$ cat config.mk
export PLATFORM = sky130hd
export DESIGN_NAME = clock_and_countdown_timer_unit_flat
export DESIGN_NICKNAME = d
export VERILOG_FILES = /design/src/design/cct_pkg.sv /design/src/design/cct_ifs.sv /design/src/design/clock_and_countdown_timer_unit.sv /design/src/flat_wrapper.sv
export SDC_FILE = /design/constraint.sdc
export NUM_CORES = 1
export LEC_CHECK = 0
export BUFFER_PORTS_ARGS = -buffer_cell sky130_fd_sc_hd__buf_2
export CAP_MARGIN = 15
export CELL_PAD_IN_SITES_DETAIL_PLACEMENT = 1
export CELL_PAD_IN_SITES_GLOBAL_PLACEMENT = 1
export CORE_ASPECT_RATIO = 0.9
export CORE_MARGIN = 1
export CORE_UTILIZATION = 48
export CTS_BUF_LIST = sky130_fd_sc_hd__clkbuf_16
export CTS_CLUSTER_SIZE = 12
export DETAILED_ROUTE_END_ITERATION = 16
export MAX_ROUTING_LAYER = met4
export PLACE_DENSITY = 0.87
export SLEW_MARGIN = 20
export SYNTH_ARGS = -nofsm -noshare
export SYNTH_HDL_FRONTEND = slang
export SYNTH_SLANG_ARGS = --single-unit
$ cat constraint.sdc
create_clock -name i_clk -period 5 [get_ports i_clk]
set_clock_uncertainty 0.2 [all_clocks]
set_input_delay 0.75 -clock i_clk [delete_from_list [all_inputs] [get_ports i_clk]]
set_output_delay 0.75 -clock i_clk [all_outputs]
set_load 0.05 [all_outputs]
$ cat src/design/cct_pkg.sv
// ----------------------------------------------------------------------------
// cct_pkg: shared types and constants of the clock and countdown timer unit.
// Command codes, field widths, time limits and the result record.
// ----------------------------------------------------------------------------
package cct_pkg;

    localparam int PRESCALE_WIDTH = 16;
    localparam int TPS_WIDTH      = 16;
    localparam int CMP_WIDTH      = (PRESCALE_WIDTH > TPS_WIDTH) ? PRESCALE_WIDTH : TPS_WIDTH;

    localparam int CMD_WIDTH      = 3;
    localparam int DIGIT_WIDTH    = 4;
    localparam int NUM_PLACES     = 6;
    localparam int PLACE_WIDTH    = 3;
    localparam int PAIR_WIDTH     = 8;

    localparam logic [TPS_WIDTH-1:0]   TPS_RESET   = TPS_WIDTH'(1000);
    localparam logic [PLACE_WIDTH-1:0] NO_PLACE    = PLACE_WIDTH'(6);
    localparam logic [PLACE_WIDTH-1:0] LAST_PLACE  = PLACE_WIDTH'(5);

    localparam logic [5:0] MS_LAST         = 6'd59;
    localparam logic [4:0] CLK_HOUR_LAST   = 5'd23;
    localparam logic [6:0] TMR_HOUR_LAST   = 7'd99;
    localparam logic [PAIR_WIDTH-1:0] TENS = PAIR_WIDTH'(10);

    typedef enum logic [CMD_WIDTH-1:0] {
        CMD_TICK       = 3'd0,
        CMD_DIGIT      = 3'd1,
        CMD_ADJ_CLOCK  = 3'd2,
        CMD_ADJ_TIMER  = 3'd3,
        CMD_SHOW_CLOCK = 3'd4,
        CMD_SHOW_TIMER = 3'd5
    } t_command;

    typedef struct packed {
        logic [4:0]             clock_hours;
        logic [5:0]             clock_minutes;
        logic [5:0]             clock_seconds;
        logic [6:0]             timer_hours;
        logic [5:0]             timer_minutes;
        logic [5:0]             timer_seconds;
        logic                   timer_expired;
        logic                   second_pulse;
        logic [PLACE_WIDTH-1:0] entry_position;
        logic                   value_clamped;
    } t_result;

endpackage

$ cat src/design/cct_ifs.sv
// ----------------------------------------------------------------------------
// cct channel interfaces: configuration, input item and result channels.
// Each carries valid, ready and the payload, with source and sink modports.
// ----------------------------------------------------------------------------
interface cct_cfg_if;
    logic                           valid;
    logic                           ready;
    logic [cct_pkg::TPS_WIDTH-1:0]  ticks_per_second;

    modport source (output valid, output ticks_per_second, input ready);
    modport sink   (input valid, input ticks_per_second, output ready);
endinterface

interface cct_in_if;
    logic                              valid;
    logic                              ready;
    logic [cct_pkg::CMD_WIDTH-1:0]     command;
    logic [cct_pkg::DIGIT_WIDTH-1:0]   digit;
    logic                              new_press;

    modport source (output valid, output command, output digit, output new_press,
                    input ready);
    modport sink   (input valid, input command, input digit, input new_press,
                    output ready);
endinterface

interface cct_out_if;
    logic                              valid;
    logic                              ready;
    logic [4:0]                        clock_hours;
    logic [5:0]                        clock_minutes;
    logic [5:0]                        clock_seconds;
    logic [6:0]                        timer_hours;
    logic [5:0]                        timer_minutes;
    logic [5:0]                        timer_seconds;
    logic                              timer_expired;
    logic                              second_pulse;
    logic [cct_pkg::PLACE_WIDTH-1:0]   entry_position;
    logic                              value_clamped;

    modport source (output valid, output clock_hours, output clock_minutes,
                    output clock_seconds, output timer_hours, output timer_minutes,
                    output timer_seconds, output timer_expired, output second_pulse,
                    output entry_position, output value_clamped, input ready);
    modport sink   (input valid, input clock_hours, input clock_minutes,
                    input clock_seconds, input timer_hours, input timer_minutes,
                    input timer_seconds, input timer_expired, input second_pulse,
                    input entry_position, input value_clamped, output ready);
endinterface

$ cat src/design/clock_and_countdown_timer_unit.sv
// ----------------------------------------------------------------------------
// clock_and_countdown_timer_unit: time-of-day clock and countdown timer.
// Results are registered; the unit takes one item per cycle while input ready is high.
// A stalled result register takes one more transaction into a skid entry, and input
// ready then stays low until the result register drains.
// Synchronous active-low reset clears time, digits and modes; tick rate resets to 1000.
// ----------------------------------------------------------------------------
module clock_and_countdown_timer_unit (
    input  logic        i_clk,
    input  logic        i_rst_n,
    cct_cfg_if.sink     i_cfg,
    cct_in_if.sink      i_item,
    cct_out_if.source   o_result
);

    logic [cct_pkg::TPS_WIDTH-1:0]      r_tps;
    logic [cct_pkg::PRESCALE_WIDTH-1:0] r_tick, n_tick;
    logic [4:0]                         r_clk_hr, n_clk_hr;
    logic [5:0]                         r_clk_min, n_clk_min;
    logic [5:0]                         r_clk_sec, n_clk_sec;
    logic [6:0]                         r_cd_hr, n_cd_hr;
    logic [5:0]                         r_cd_min, n_cd_min;
    logic [5:0]                         r_cd_sec, n_cd_sec;
    logic [cct_pkg::DIGIT_WIDTH-1:0]    r_digits [cct_pkg::NUM_PLACES];
    logic [cct_pkg::PLACE_WIDTH-1:0]    r_place, n_place;
    logic                               r_clk_adj, n_clk_adj;
    logic                               r_tmr_adj, n_tmr_adj;
    logic                               r_clk_rdy, n_clk_rdy;
    logic                               r_tmr_rdy, n_tmr_rdy;

    logic                               r_out_valid;
    logic                               r_skid_valid;
    cct_pkg::t_result                   r_out, r_skid, n_result;

    logic                               accept;
    logic                               digit_wr;
    logic                               pulse;
    logic                               clamped;
    logic [cct_pkg::PRESCALE_WIDTH-1:0] tick_inc;
    logic [cct_pkg::PAIR_WIDTH-1:0]     pair_hr, pair_min, pair_sec;

    function automatic logic [cct_pkg::PAIR_WIDTH-1:0] pair_value(
        input logic [cct_pkg::DIGIT_WIDTH-1:0] tens_digit,
        input logic [cct_pkg::DIGIT_WIDTH-1:0] ones_digit
    );
        return cct_pkg::PAIR_WIDTH'(tens_digit) * cct_pkg::TENS
               + cct_pkg::PAIR_WIDTH'(ones_digit);
    endfunction

    assign i_cfg.ready  = 1'b1;
    assign i_item.ready = !r_skid_valid;
    assign accept       = i_item.valid && i_item.ready;

    assign pair_hr  = pair_value(r_digits[0], r_digits[1]);
    assign pair_min = pair_value(r_digits[2], r_digits[3]);
    assign pair_sec = pair_value(r_digits[4], r_digits[5]);
    assign tick_inc = r_tick + cct_pkg::PRESCALE_WIDTH'(1);

    always_comb begin
        n_tick    = r_tick;
        n_clk_hr  = r_clk_hr;
        n_clk_min = r_clk_min;
        n_clk_sec = r_clk_sec;
        n_cd_hr   = r_cd_hr;
        n_cd_min  = r_cd_min;
        n_cd_sec  = r_cd_sec;
        n_place   = r_place;
        n_clk_adj = r_clk_adj;
        n_tmr_adj = r_tmr_adj;
        n_clk_rdy = r_clk_rdy;
        n_tmr_rdy = r_tmr_rdy;
        digit_wr  = 1'b0;
        pulse     = 1'b0;
        clamped   = 1'b0;

        case (cct_pkg::t_command'(i_item.command))
            cct_pkg::CMD_TICK: begin
                if (cct_pkg::CMP_WIDTH'(tick_inc) >= cct_pkg::CMP_WIDTH'(r_tps)) begin
                    n_tick = '0;
                    pulse  = 1'b1;
                    // Clock values never leave their range, so the carry is a
                    // compare against the last legal value.
                    if (r_clk_sec >= cct_pkg::MS_LAST) begin
                        n_clk_sec = '0;
                        if (r_clk_min >= cct_pkg::MS_LAST) begin
                            n_clk_min = '0;
                            n_clk_hr  = (r_clk_hr >= cct_pkg::CLK_HOUR_LAST) ?
                                        5'd0 : r_clk_hr + 5'd1;
                        end else begin
                            n_clk_min = r_clk_min + 6'd1;
                        end
                    end else begin
                        n_clk_sec = r_clk_sec + 6'd1;
                    end
                    // The countdown holds once it reaches zero.
                    if (r_cd_hr != '0 || r_cd_min != '0 || r_cd_sec != '0) begin
                        if (r_cd_sec != '0) begin
                            n_cd_sec = r_cd_sec - 6'd1;
                        end else begin
                            n_cd_sec = cct_pkg::MS_LAST;
                            if (r_cd_min != '0) begin
                                n_cd_min = r_cd_min - 6'd1;
                            end else begin
                                n_cd_min = cct_pkg::MS_LAST;
                                n_cd_hr  = r_cd_hr - 7'd1;
                            end
                        end
                    end
                end else begin
                    n_tick = tick_inc;
                end
            end
            cct_pkg::CMD_DIGIT: begin
                if (r_tmr_adj || r_clk_adj) begin
                    if (r_tmr_adj) begin
                        n_tmr_rdy = 1'b1;
                    end else begin
                        n_clk_rdy = 1'b1;
                    end
                    if (i_item.new_press) begin
                        n_place = (r_place >= cct_pkg::LAST_PLACE) ?
                                  '0 : r_place + cct_pkg::PLACE_WIDTH'(1);
                    end
                    digit_wr = (n_place < cct_pkg::NO_PLACE);
                end
            end
            cct_pkg::CMD_ADJ_CLOCK: begin
                n_clk_adj = 1'b1;
            end
            cct_pkg::CMD_ADJ_TIMER: begin
                n_tmr_adj = 1'b1;
            end
            cct_pkg::CMD_SHOW_CLOCK: begin
                if (r_clk_rdy) begin
                    n_clk_adj = 1'b0;
                    n_clk_rdy = 1'b0;
                    n_clk_hr  = (pair_hr > 8'(cct_pkg::CLK_HOUR_LAST)) ?
                                cct_pkg::CLK_HOUR_LAST : pair_hr[4:0];
                    n_clk_min = (pair_min > 8'(cct_pkg::MS_LAST)) ?
                                cct_pkg::MS_LAST : pair_min[5:0];
                    n_clk_sec = (pair_sec > 8'(cct_pkg::MS_LAST)) ?
                                cct_pkg::MS_LAST : pair_sec[5:0];
                    clamped   = (pair_hr > 8'(cct_pkg::CLK_HOUR_LAST)) ||
                                (pair_min > 8'(cct_pkg::MS_LAST)) ||
                                (pair_sec > 8'(cct_pkg::MS_LAST));
                end
            end
            cct_pkg::CMD_SHOW_TIMER: begin
                if (r_tmr_rdy) begin
                    n_tmr_adj = 1'b0;
                    n_tmr_rdy = 1'b0;
                    n_cd_hr   = (pair_hr > 8'(cct_pkg::TMR_HOUR_LAST)) ?
                                cct_pkg::TMR_HOUR_LAST : pair_hr[6:0];
                    n_cd_min  = (pair_min > 8'(cct_pkg::MS_LAST)) ?
                                cct_pkg::MS_LAST : pair_min[5:0];
                    n_cd_sec  = (pair_sec > 8'(cct_pkg::MS_LAST)) ?
                                cct_pkg::MS_LAST : pair_sec[5:0];
                    clamped   = (pair_hr > 8'(cct_pkg::TMR_HOUR_LAST)) ||
                                (pair_min > 8'(cct_pkg::MS_LAST)) ||
                                (pair_sec > 8'(cct_pkg::MS_LAST));
                end
            end
            default: begin
            end
        endcase
    end

    always_comb begin
        n_result.clock_hours    = n_clk_hr;
        n_result.clock_minutes  = n_clk_min;
        n_result.clock_seconds  = n_clk_sec;
        n_result.timer_hours    = n_cd_hr;
        n_result.timer_minutes  = n_cd_min;
        n_result.timer_seconds  = n_cd_sec;
        n_result.timer_expired  = (n_cd_hr == '0) && (n_cd_min == '0) && (n_cd_sec == '0);
        n_result.second_pulse   = pulse;
        n_result.entry_position = n_place;
        n_result.value_clamped  = clamped;
    end

    always_ff @(posedge i_clk) begin
        if (!i_rst_n) begin
            r_tps     <= cct_pkg::TPS_RESET;
            r_tick    <= '0;
            r_clk_hr  <= '0;
            r_clk_min <= '0;
            r_clk_sec <= '0;
            r_cd_hr   <= '0;
            r_cd_min  <= '0;
            r_cd_sec  <= '0;
            r_place   <= cct_pkg::NO_PLACE;
            r_clk_adj <= 1'b0;
            r_tmr_adj <= 1'b0;
            r_clk_rdy <= 1'b0;
            r_tmr_rdy <= 1'b0;
            for (int i = 0; i < cct_pkg::NUM_PLACES; i++) begin
                r_digits[i] <= '0;
            end
        end else begin
            if (i_cfg.valid && i_cfg.ready) begin
                r_tps <= i_cfg.ticks_per_second;
            end
            if (accept) begin
                r_tick    <= n_tick;
                r_clk_hr  <= n_clk_hr;
                r_clk_min <= n_clk_min;
                r_clk_sec <= n_clk_sec;
                r_cd_hr   <= n_cd_hr;
                r_cd_min  <= n_cd_min;
                r_cd_sec  <= n_cd_sec;
                r_place   <= n_place;
                r_clk_adj <= n_clk_adj;
                r_tmr_adj <= n_tmr_adj;
                r_clk_rdy <= n_clk_rdy;
                r_tmr_rdy <= n_tmr_rdy;
                if (digit_wr) begin
                    r_digits[n_place] <= i_item.digit;
                end
            end
        end
    end

    // Result register with one skid entry: a new transaction lands in the
    // skid entry only when the result register is full and stalled.
    always_ff @(posedge i_clk) begin
        if (!i_rst_n) begin
            r_out_valid  <= 1'b0;
            r_skid_valid <= 1'b0;
        end else begin
            if (!r_out_valid || o_result.ready) begin
                if (r_skid_valid) begin
                    r_out_valid  <= 1'b1;
                    r_skid_valid <= 1'b0;
                end else begin
                    r_out_valid  <= accept;
                end
            end else if (accept) begin
                r_skid_valid <= 1'b1;
            end
        end
    end

    always_ff @(posedge i_clk) begin
        if (!r_out_valid || o_result.ready) begin
            if (r_skid_valid) begin
                r_out <= r_skid;
            end else if (accept) begin
                r_out <= n_result;
            end
        end else if (accept) begin
            r_skid <= n_result;
        end
    end

    assign o_result.valid          = r_out_valid;
    assign o_result.clock_hours    = r_out.clock_hours;
    assign o_result.clock_minutes  = r_out.clock_minutes;
    assign o_result.clock_seconds  = r_out.clock_seconds;
    assign o_result.timer_hours    = r_out.timer_hours;
    assign o_result.timer_minutes  = r_out.timer_minutes;
    assign o_result.timer_seconds  = r_out.timer_seconds;
    assign o_result.timer_expired  = r_out.timer_expired;
    assign o_result.second_pulse   = r_out.second_pulse;
    assign o_result.entry_position = r_out.entry_position;
    assign o_result.value_clamped  = r_out.value_clamped;

endmodule
$ cat src/flat_wrapper.sv
// flat-port wrapper written by rule: the top's interface ports become plain ports
module clock_and_countdown_timer_unit_flat 
  (i_clk, i_rst_n, i_cfg_valid, i_cfg_ticks_per_second, i_cfg_ready, i_item_valid, i_item_command, i_item_digit, i_item_new_press, i_item_ready, o_result_valid, o_result_clock_hours, o_result_clock_minutes, o_result_clock_seconds, o_result_timer_hours, o_result_timer_minutes, o_result_timer_seconds, o_result_timer_expired, o_result_second_pulse, o_result_entry_position, o_result_value_clamped, o_result_ready);
  cct_cfg_if i_cfg_i ();
  cct_in_if i_item_i ();
  cct_out_if o_result_i ();
  input  logic i_clk;
  input  logic i_rst_n;
  input wire logic [$bits(i_cfg_i.valid)-1:0] i_cfg_valid;
  input wire logic [$bits(i_cfg_i.ticks_per_second)-1:0] i_cfg_ticks_per_second;
  output wire logic [$bits(i_cfg_i.ready)-1:0] i_cfg_ready;
  input wire logic [$bits(i_item_i.valid)-1:0] i_item_valid;
  input wire logic [$bits(i_item_i.command)-1:0] i_item_command;
  input wire logic [$bits(i_item_i.digit)-1:0] i_item_digit;
  input wire logic [$bits(i_item_i.new_press)-1:0] i_item_new_press;
  output wire logic [$bits(i_item_i.ready)-1:0] i_item_ready;
  output wire logic [$bits(o_result_i.valid)-1:0] o_result_valid;
  output wire logic [$bits(o_result_i.clock_hours)-1:0] o_result_clock_hours;
  output wire logic [$bits(o_result_i.clock_minutes)-1:0] o_result_clock_minutes;
  output wire logic [$bits(o_result_i.clock_seconds)-1:0] o_result_clock_seconds;
  output wire logic [$bits(o_result_i.timer_hours)-1:0] o_result_timer_hours;
  output wire logic [$bits(o_result_i.timer_minutes)-1:0] o_result_timer_minutes;
  output wire logic [$bits(o_result_i.timer_seconds)-1:0] o_result_timer_seconds;
  output wire logic [$bits(o_result_i.timer_expired)-1:0] o_result_timer_expired;
  output wire logic [$bits(o_result_i.second_pulse)-1:0] o_result_second_pulse;
  output wire logic [$bits(o_result_i.entry_position)-1:0] o_result_entry_position;
  output wire logic [$bits(o_result_i.value_clamped)-1:0] o_result_value_clamped;
  input wire logic [$bits(o_result_i.ready)-1:0] o_result_ready;
  assign i_cfg_i.valid = i_cfg_valid;
  assign i_cfg_i.ticks_per_second = i_cfg_ticks_per_second;
  assign i_cfg_ready = i_cfg_i.ready;
  assign i_item_i.valid = i_item_valid;
  assign i_item_i.command = i_item_command;
  assign i_item_i.digit = i_item_digit;
  assign i_item_i.new_press = i_item_new_press;
  assign i_item_ready = i_item_i.ready;
  assign o_result_valid = o_result_i.valid;
  assign o_result_clock_hours = o_result_i.clock_hours;
  assign o_result_clock_minutes = o_result_i.clock_minutes;
  assign o_result_clock_seconds = o_result_i.clock_seconds;
  assign o_result_timer_hours = o_result_i.timer_hours;
  assign o_result_timer_minutes = o_result_i.timer_minutes;
  assign o_result_timer_seconds = o_result_i.timer_seconds;
  assign o_result_timer_expired = o_result_i.timer_expired;
  assign o_result_second_pulse = o_result_i.second_pulse;
  assign o_result_entry_position = o_result_i.entry_position;
  assign o_result_value_clamped = o_result_i.value_clamped;
  assign o_result_i.ready = o_result_ready;
  clock_and_countdown_timer_unit u_core (.i_clk(i_clk), .i_rst_n(i_rst_n), .i_cfg(i_cfg_i), .i_item(i_item_i), .o_result(o_result_i));
endmodule
==> run summary, run 1 <==
outcome: finished clean
Final Non-Filler Cells: 1456
All-Layer GR Usage: 30.82%
initial antenna violation count: 0
crit-path cells: ha_4 -> and3_4 -> and3_1 -> and3_1 -> and3_4 -> and3_4 -> nand3_2 -> xnor2_2 -> ha_1 -> a21oi_1 -> a21boi_1 -> nor4_4 -> o21a_4 -> buf_4 -> nor2_1 -> a211o_1 -> nor4_2 -> nand4b_1 -> nor4_2
worst slew pin tran: 0.8509 ns
vias in the first global route: 9314
Yosys reg bits: 185
sequential fraction of the synthesis area: 45.51%
die height: 142.4 microns
Sink Count: 185
Area Overhead vs Synth: 13.93%
Final Cell Area: 11980 sq um
post-layout min period: 4.836 ns
M1 WL: 13940 microns
Site Rows: 50
HPWL after detailed placement: 22170 microns
Post-synth ARST share: 0%
utilization after layout: 56.64%
Antenna Nets Post-Route: 0
WL per Instance: 22.53 microns
warnings from Yosys: 0
leakage: 4.764 nW
Highest Signal Layer: met4
H-Tree Depth: 4
Post-synth EDFFs: 108
metal2 WL: 16270 microns
first-pass GRT wire length: 51370 microns
CP endpoint kind: flop
DR iter-0 viols: 696
Worst VDD drop: 0.0002101 V
Pwr per Cell Area: 310.8 nW/um^2
via count: 9046
Tot Pwr: 3.723 mW
IO buf count: 72
# DRC: 0
root buffer cell: clkbuf_16
TritonRoute pass-1 iters: 4
Worst Setup Start Kind: flop
Core Region: 21150 sq um
TritonCTS clock tree: yes
Fillers: 2403
synthesized cell area: 10510 sq um
CP arrival: 4.91 ns
Worst path most repeated cell: and3_4
Die ar.: 22500 sq um
Top FF cell, synth: edfxtp_1
Syn Area/Cell: 9.662 sq um
Worst-Skew Late Latency: 0.46 ns
Yosys top cell by area: edfxtp_1
largest net degree at the start of global routing: 57
layout cells sized above 1: 20.09%
Antenna Cells: 0
library cells used by synthesis: 84
final hold slack: 0.2890 ns
final worst-path cycle share: 96.72%
total congestion overflow: 0
top-area cell type share of the netlist area: 30.85%
initial core utilization: 49.72%
# IOs: 74
Max transition margin: 43.06%
Post-Place Cell Area: 11200 sq um
metal3 WL: 1567 microns
Final Max Slew Viols: 0
Hold Vio Cnt, Final: 0
final setup fails: 0
critical path peak fanout: 13
critical path class: reg -> reg
Worst EP required: 5.07 ns
number of max-cap violations: 0
maximum clock path buffer count: 2
number of buffers created by CTS: 17
syn_nets: 1169
CP max-delay cell: nor4_4
Post-CTS Hold Buffers: 0
synth top area cells: edfxtp_1, dfxtp_1, ha_1
GP Congestion: 0.9502
Die X: 158.0 microns
Peak Freq: 0.2068 GHz
final net count: 1238
Hold WC Path Type: reg -> reg
Inst Count DP: 1417
Vias/cell: 6.213
Syn Inst Count: 1088
max incr delay on CP: 0.40 ns
Hold Path Cell Cnt: 2
clock slew at reported path FFs: 0.09 ns
R2R depth: 19
Total Wirelength: 32810 microns
layout make-up:
cell class	count	area (sq um)	area share [%]
sequential	185	4790	39.99
multi-input combinational	787	5396	45.06
inverter	62	232.7	1.943
clock buffer	17	425.4	3.552
tap	286	357.8	2.988
timing repair buffer	104	616.8	5.150
clock inverter	15	157.7	1.316
path summary, 6_finish.rpt:
path / start / to / slack (ns)
worst max-delay path: u_core.r_tick[1] / u_core.r_skid[5] / 0.16
worst min-delay path: u_core.r_tick[4] / u_core.r_tick[4] / 0.29
worst max register to register: u_core.r_tick[1] / u_core.r_skid[5] / 0.16
worst min register to register: u_core.r_tick[4] / u_core.r_tick[4] / 0.29
report_power, final:
| part | switching, mW | internal (mW) | total [mW] |
|---|---|---|---|
| registers | 0.0568 | 1.69 | 1.75 |
| clock network | 0.677 | 0.708 | 1.38 |
| logic | 0.410 | 0.180 | 0.590 |
routing by layer:
metal	GRT usage (%)	vias to the layer above
met5	-	-
met4	11.49	0
met3	4.963	74
met2	50.94	304
met1	37.87	4530
li1	-	4138
worst max-delay path, delay by kind of cell, from the launching register on:
kind / cells / cell delay, ns
flops: 1 / 0.39
buf+inv: 1 / 0.23
compound gates: 4 / 0.84
xor+xnor: 1 / 0.16
fa+ha+maj: 2 / 0.51
simple gates: 11 / 2.33
registers in the layout (all words and copies together) (netlist names), 7 cells and up:
signal,count
u_core.r_skid,42
u_core.r_digits,24
u_core.r_tick,16
u_core.r_tps,16
u_core.o_result.timer_hours,7
u_core.r_cd_hr,7
metrics by stage:
step | setup WS [ns] | TNS (ns)
finish | 0.1642 | 0
global route | -0.03332 | -0.06285
CTS | 0.05783 | 0
detailed placement | -0.08875 | -0.1076
global placement | 0.1648 | 0
floorplan | 0.5106 | 0
Yosys cell counts (11+ instances only):
cell,count
o211ai_1,20
a211oi_1,18
inv_1,62
xnor2_1,13
xor2_1,14
a31oi_1,11
o21ai_0,46
nor3_1,41
ha_1,46
mux2i_1,14
and3_1,14
nor2_1,116
clkbuf_1,33
nand2_1,100
a21oi_1,59
edfxtp_1,108
nand3_1,30
dfxtp_1,77
mux2_2,34
nand2b_1,11
nand4_1,16
cell usage in the layout, fill, tap and decap left out, types with 14 or more instances in the layout:
cell type | Yosys | routed
clkbuf_16 | 0 | 17
ha_1 | 46 | 45
nor3_1 | 41 | 39
nand3_1 | 30 | 29
inv_1 | 62 | 60
buf_2 | 7 | 72
xor2_1 | 14 | 14
nor2_1 | 116 | 113
o21ai_0 | 46 | 46
mux2i_1 | 14 | 14
nand2_1 | 100 | 99
a211oi_1 | 18 | 18
o211ai_1 | 20 | 20
mux2_2 | 34 | 34
a21oi_1 | 59 | 59
edfxtp_1 | 108 | 108
buf_4 | 3 | 30
nand4_1 | 16 | 16
dfxtp_1 | 77 | 75
kinds of logic (layout without fill, tap and decap cells):
group                      after synthesis  after routing  share of synthesized area [%]
buffers and inverters                  116            198                          4.475
muxes                                   49             49                          5.118
AOI/OAI and AO/OA                      258            258                          17.01
DFF                                    185            185                          45.51
and+or+nand+nor                        400            400                          18.98
adders and majority gates               52             52                          6.617
other                                    1              1                        0.03567
xor gates and xnor gates                27             27                          2.249
timing repair:
item / in CTS / in global routing
resized for setup: 9 / 21
endpoints found under the hold margin: 0 / 0
pin swaps: 1 / 18
setup buffers: 3 / 4
setup endpoints to repair: 11 / 34
Note: power is estimated with default switching activity, not from simulation.
==> run 2: changes to the inputs <==
--- a/config.mk
+++ b/config.mk
@@ -5,7 +5,7 @@
 export SDC_FILE = /design/constraint.sdc
 export NUM_CORES = 1
 export LEC_CHECK = 0
-export BUFFER_PORTS_ARGS = -buffer_cell sky130_fd_sc_hd__buf_2
+export BUFFER_PORTS_ARGS = -buffer_cell sky130_fd_sc_hd__buf_4
 export CAP_MARGIN = 15
 export CELL_PAD_IN_SITES_DETAIL_PLACEMENT = 1
 export CELL_PAD_IN_SITES_GLOBAL_PLACEMENT = 1
@@ -13,7 +13,7 @@
 export CORE_MARGIN = 1
 export CORE_UTILIZATION = 48
 export CTS_BUF_LIST = sky130_fd_sc_hd__clkbuf_16
-export CTS_CLUSTER_SIZE = 12
+export CTS_CLUSTER_SIZE = 10
 export DETAILED_ROUTE_END_ITERATION = 16
 export MAX_ROUTING_LAYER = met4
 export PLACE_DENSITY = 0.87
==> run 2 against run 1 <==
Final cell count hardly changed. Flip-flop and latch count did not move. Sequential share of layout area fell by 0.89 points. Clock power rose by 9%. Sequential power is essentially flat. Wire length decreased by 1.1%. Utilization grew 1.3 points. Non-clock buffer count unchanged. Global-route usage fell by 0.58 points. Final area rose by 2.3%. Combinational power rose by 4.7%. Critical endpoint unchanged.
==> run summary, run 2 (synthesis results as in run 1) <==
worst slew pin tran: 0.9216 ns (+0.07070 ns)
crit-path cells: ha_4 -> and3_4 -> and3_4 -> and3_4 -> and3_1 -> and3_4 -> nand3_2 -> xnor2_2 -> ha_1 -> nand4_1 -> nor2_1 -> nand4_1 -> o21a_4 -> buf_6 -> o311ai_4 -> nand4_2 -> nor4b_4 -> nand4b_1 -> nor4_2
post-layout min period: 4.945 ns (+0.1094 ns)
Top reg by flops: u_core.r_skid
HPWL after detailed placement: 22260 microns (+0.41%)
largest net degree at the start of global routing: 57 (unchanged)
Vias/cell: 6.195 (-0.30%)
maximum clock path buffer count: 2 (unchanged)
Fillers: 2382 (-0.87%)
final hold slack: 0.2820 ns (-0.006969 ns)
initial core utilization: 49.72% (unchanged)
# IOs: 74 (unchanged)
# DRC: 0 (unchanged)
Hold Vio Cnt, Final: 0 (unchanged)
WL per Instance: 22.30 microns (-1.0%)
Largest regs: u_core.r_skid (42), u_core.r_digits (24)
max incr delay on CP: 0.37 ns (-0.03 ns)
layout cells sized above 1: 20.10% (about the same)
total congestion overflow: 0 (unchanged)
Worst path most repeated cell: and3_4
Fin Setup TNS: 0 ns (unchanged)
Post-CTS Hold Buffers: 0 (unchanged)
Switch Pwr: 1.091 mW (-4.6%)
Site Rows: 50 (unchanged)
leakage: 4.858 nW (+2.0%)
CP endpoint kind: flop
outcome: finished clean
commonest non-fill, non-tap cell in the layout: nor2_1
Area Overhead vs Synth: 16.51%
final net count: 1238 (unchanged)
Core Region: 21150 sq um (unchanged)
Worst VDD drop: 0.0002085 V (-0.78%)
max reg flops: 42 (unchanged)
share of total power in the clock network: 38.9% (+1.7 points)
Worst-Skew Late Latency: 0.45 ns (about the same)
All-Layer GR Usage: 30.24% (-0.58 points)
IO buf count: 72 (unchanged)
final setup fails: 0 (unchanged)
number of max-cap violations: 0 (unchanged)
Antenna Cells: 0 (unchanged)
Die X: 158.0 microns (unchanged)
TritonRoute pass-1 iters: 5 (+1)
number of buffers created by CTS: 17 (unchanged)
Max transition margin: 38.33% (-4.7 points)
H-Tree Depth: 4 (unchanged)
TritonCTS clock tree: yes
critical path peak fanout: 9 (-4)
Hold WC Path Type: reg -> reg
initial antenna violation count: 0 (unchanged)
root buffer cell: clkbuf_16
vias in the first global route: 9343 (+0.31%)
Pwr per Cell Area: 316.5 nW/um^2 (+1.8%)
GP Congestion: 0.9259 (-2.6%)
Sink Count: 185 (unchanged)
most frequent cells in the layout: nor2_1, edfxtp_1, buf_4
sequential power share: 45.1% (-1.9 points)
CP max-delay cell: dfxtp_2
Antenna Nets Post-Route: 0 (unchanged)
Worst Setup Start Kind: flop
critical path class: reg -> reg
Peak Freq: 0.2022 GHz (-2.2%)
logic gate share of total power: 15.9% (about the same)
final worst-path cycle share: 98.90% (+2.2 points)
via count: 9013 (-0.36%)
Worst EP required: 5.05 ns (-0.02 ns)
DR iter-0 viols: 729 (+4.7%)
Pint: 2.786 mW (+8.0%)
Die ar.: 22500 sq um (unchanged)
first-pass GRT wire length: 50700 microns (-1.3%)
Final Max Slew Viols: 0 (unchanged)
die height: 142.4 microns (unchanged)
Total Wirelength: 32440 microns (-1.1%)
CP arrival: 5.00 ns (+0.09 ns)
switch share: 28.13% (-2.6 points)
clock slew at reported path FFs: 0.07 ns (-0.02 ns)
[run 2: cell count changes in the layout (fill, tap and decap cells not counted), sizes merged]
cell	previous run	this run
inv	69	68
bufinv	1	5
clkinv	4	2
clkinvlp	3	1
[run 2: worst paths after layout]
check | startpoint | endpoint | slack [ns] | depth (start not counted)
max | u_core.r_tick[0] | u_core.r_skid[5] | 0.05 | 19
min | u_core.r_tick[4] | u_core.r_tick[4] | 0.28 | 2
max reg2reg | u_core.r_tick[0] | u_core.r_skid[5] | 0.05 | 19
min reg2reg | u_core.r_tick[4] | u_core.r_tick[4] | 0.28 | 2
[run 2: routing by layer]
layer  vias up  wire length [microns]  GRT usage (%)  share of wire, %
met5         -                      0              -                 0
met2       330                  16110          49.27                50
met1      4472                  13570          38.02                42
met4         0                   1087          12.04               3.4
li1       4133                      -              -                 -
met3        78                   1672          3.989               5.2
[run 2: layout make-up]
type                       instances  area (sq um)  area share, %
sequential                       185          4790          39.11
clock buffer                      17         425.4          3.473
inverter                          62         232.7          1.900
clock inverter                    14         217.7          1.778
multi-input combinational        787          5424          44.28
timing repair buffer             104         800.8          6.538
tap                              286         357.8          2.922
[run 2: critical path: cells and delay by family, from the launching register on]
family	cells	cell delay (ns)
XOR/XNOR	1	0.17
AO/OA/AOI/OAI	2	0.60
flip-flops	1	0.37
AND/OR/NAND/NOR	13	2.77
adder cells (fa/ha/maj)	2	0.49
buffers and inverters	1	0.16
[run 2: power by group through the flow]
| stage | Combinational [mW] | Sequential, mW | Clock, mW |
|---|---|---|---|
| 3_5_place_dp | 0.595 | 1.78 | 0 |
| 3_3_place_gp | 0.571 | 1.78 | 0 |
| 2_1_floorplan | 0.312 | 1.86 | 0 |
| 4_1_cts | 0.606 | 1.75 | 1.52 |
| 6_report | 0.618 | 1.75 | 1.51 |
| 5_1_grt | 0.660 | 1.76 | 1.57 |
[run 2: stage by stage]
stage          cells  total power, mW  util, %  setup slack [ns]  instance area (sq um)
6_report        1455            3.877    57.92           0.05486                  12250
3_3_place_gp    1416            2.348    53.77            0.1456                  11370
4_1_cts         1451            3.878    57.27           0.01241                  12110
5_1_grt         1455            3.992    57.92           -0.1170                  12250
3_5_place_dp    1416            2.376    53.77           -0.2103                  11370
2_1_floorplan   1088            2.177        -            0.5106                  10510
[run 2: what timing repair did]
| item | in CTS | in global routing |
|---|---|---|
| resized for setup | 10 | 24 |
| pin swaps | 4 | 11 |
| gates cloned | 0 | 0 |
| setup buffers | 4 | 4 |
| setup endpoints to repair | 9 | 25 |
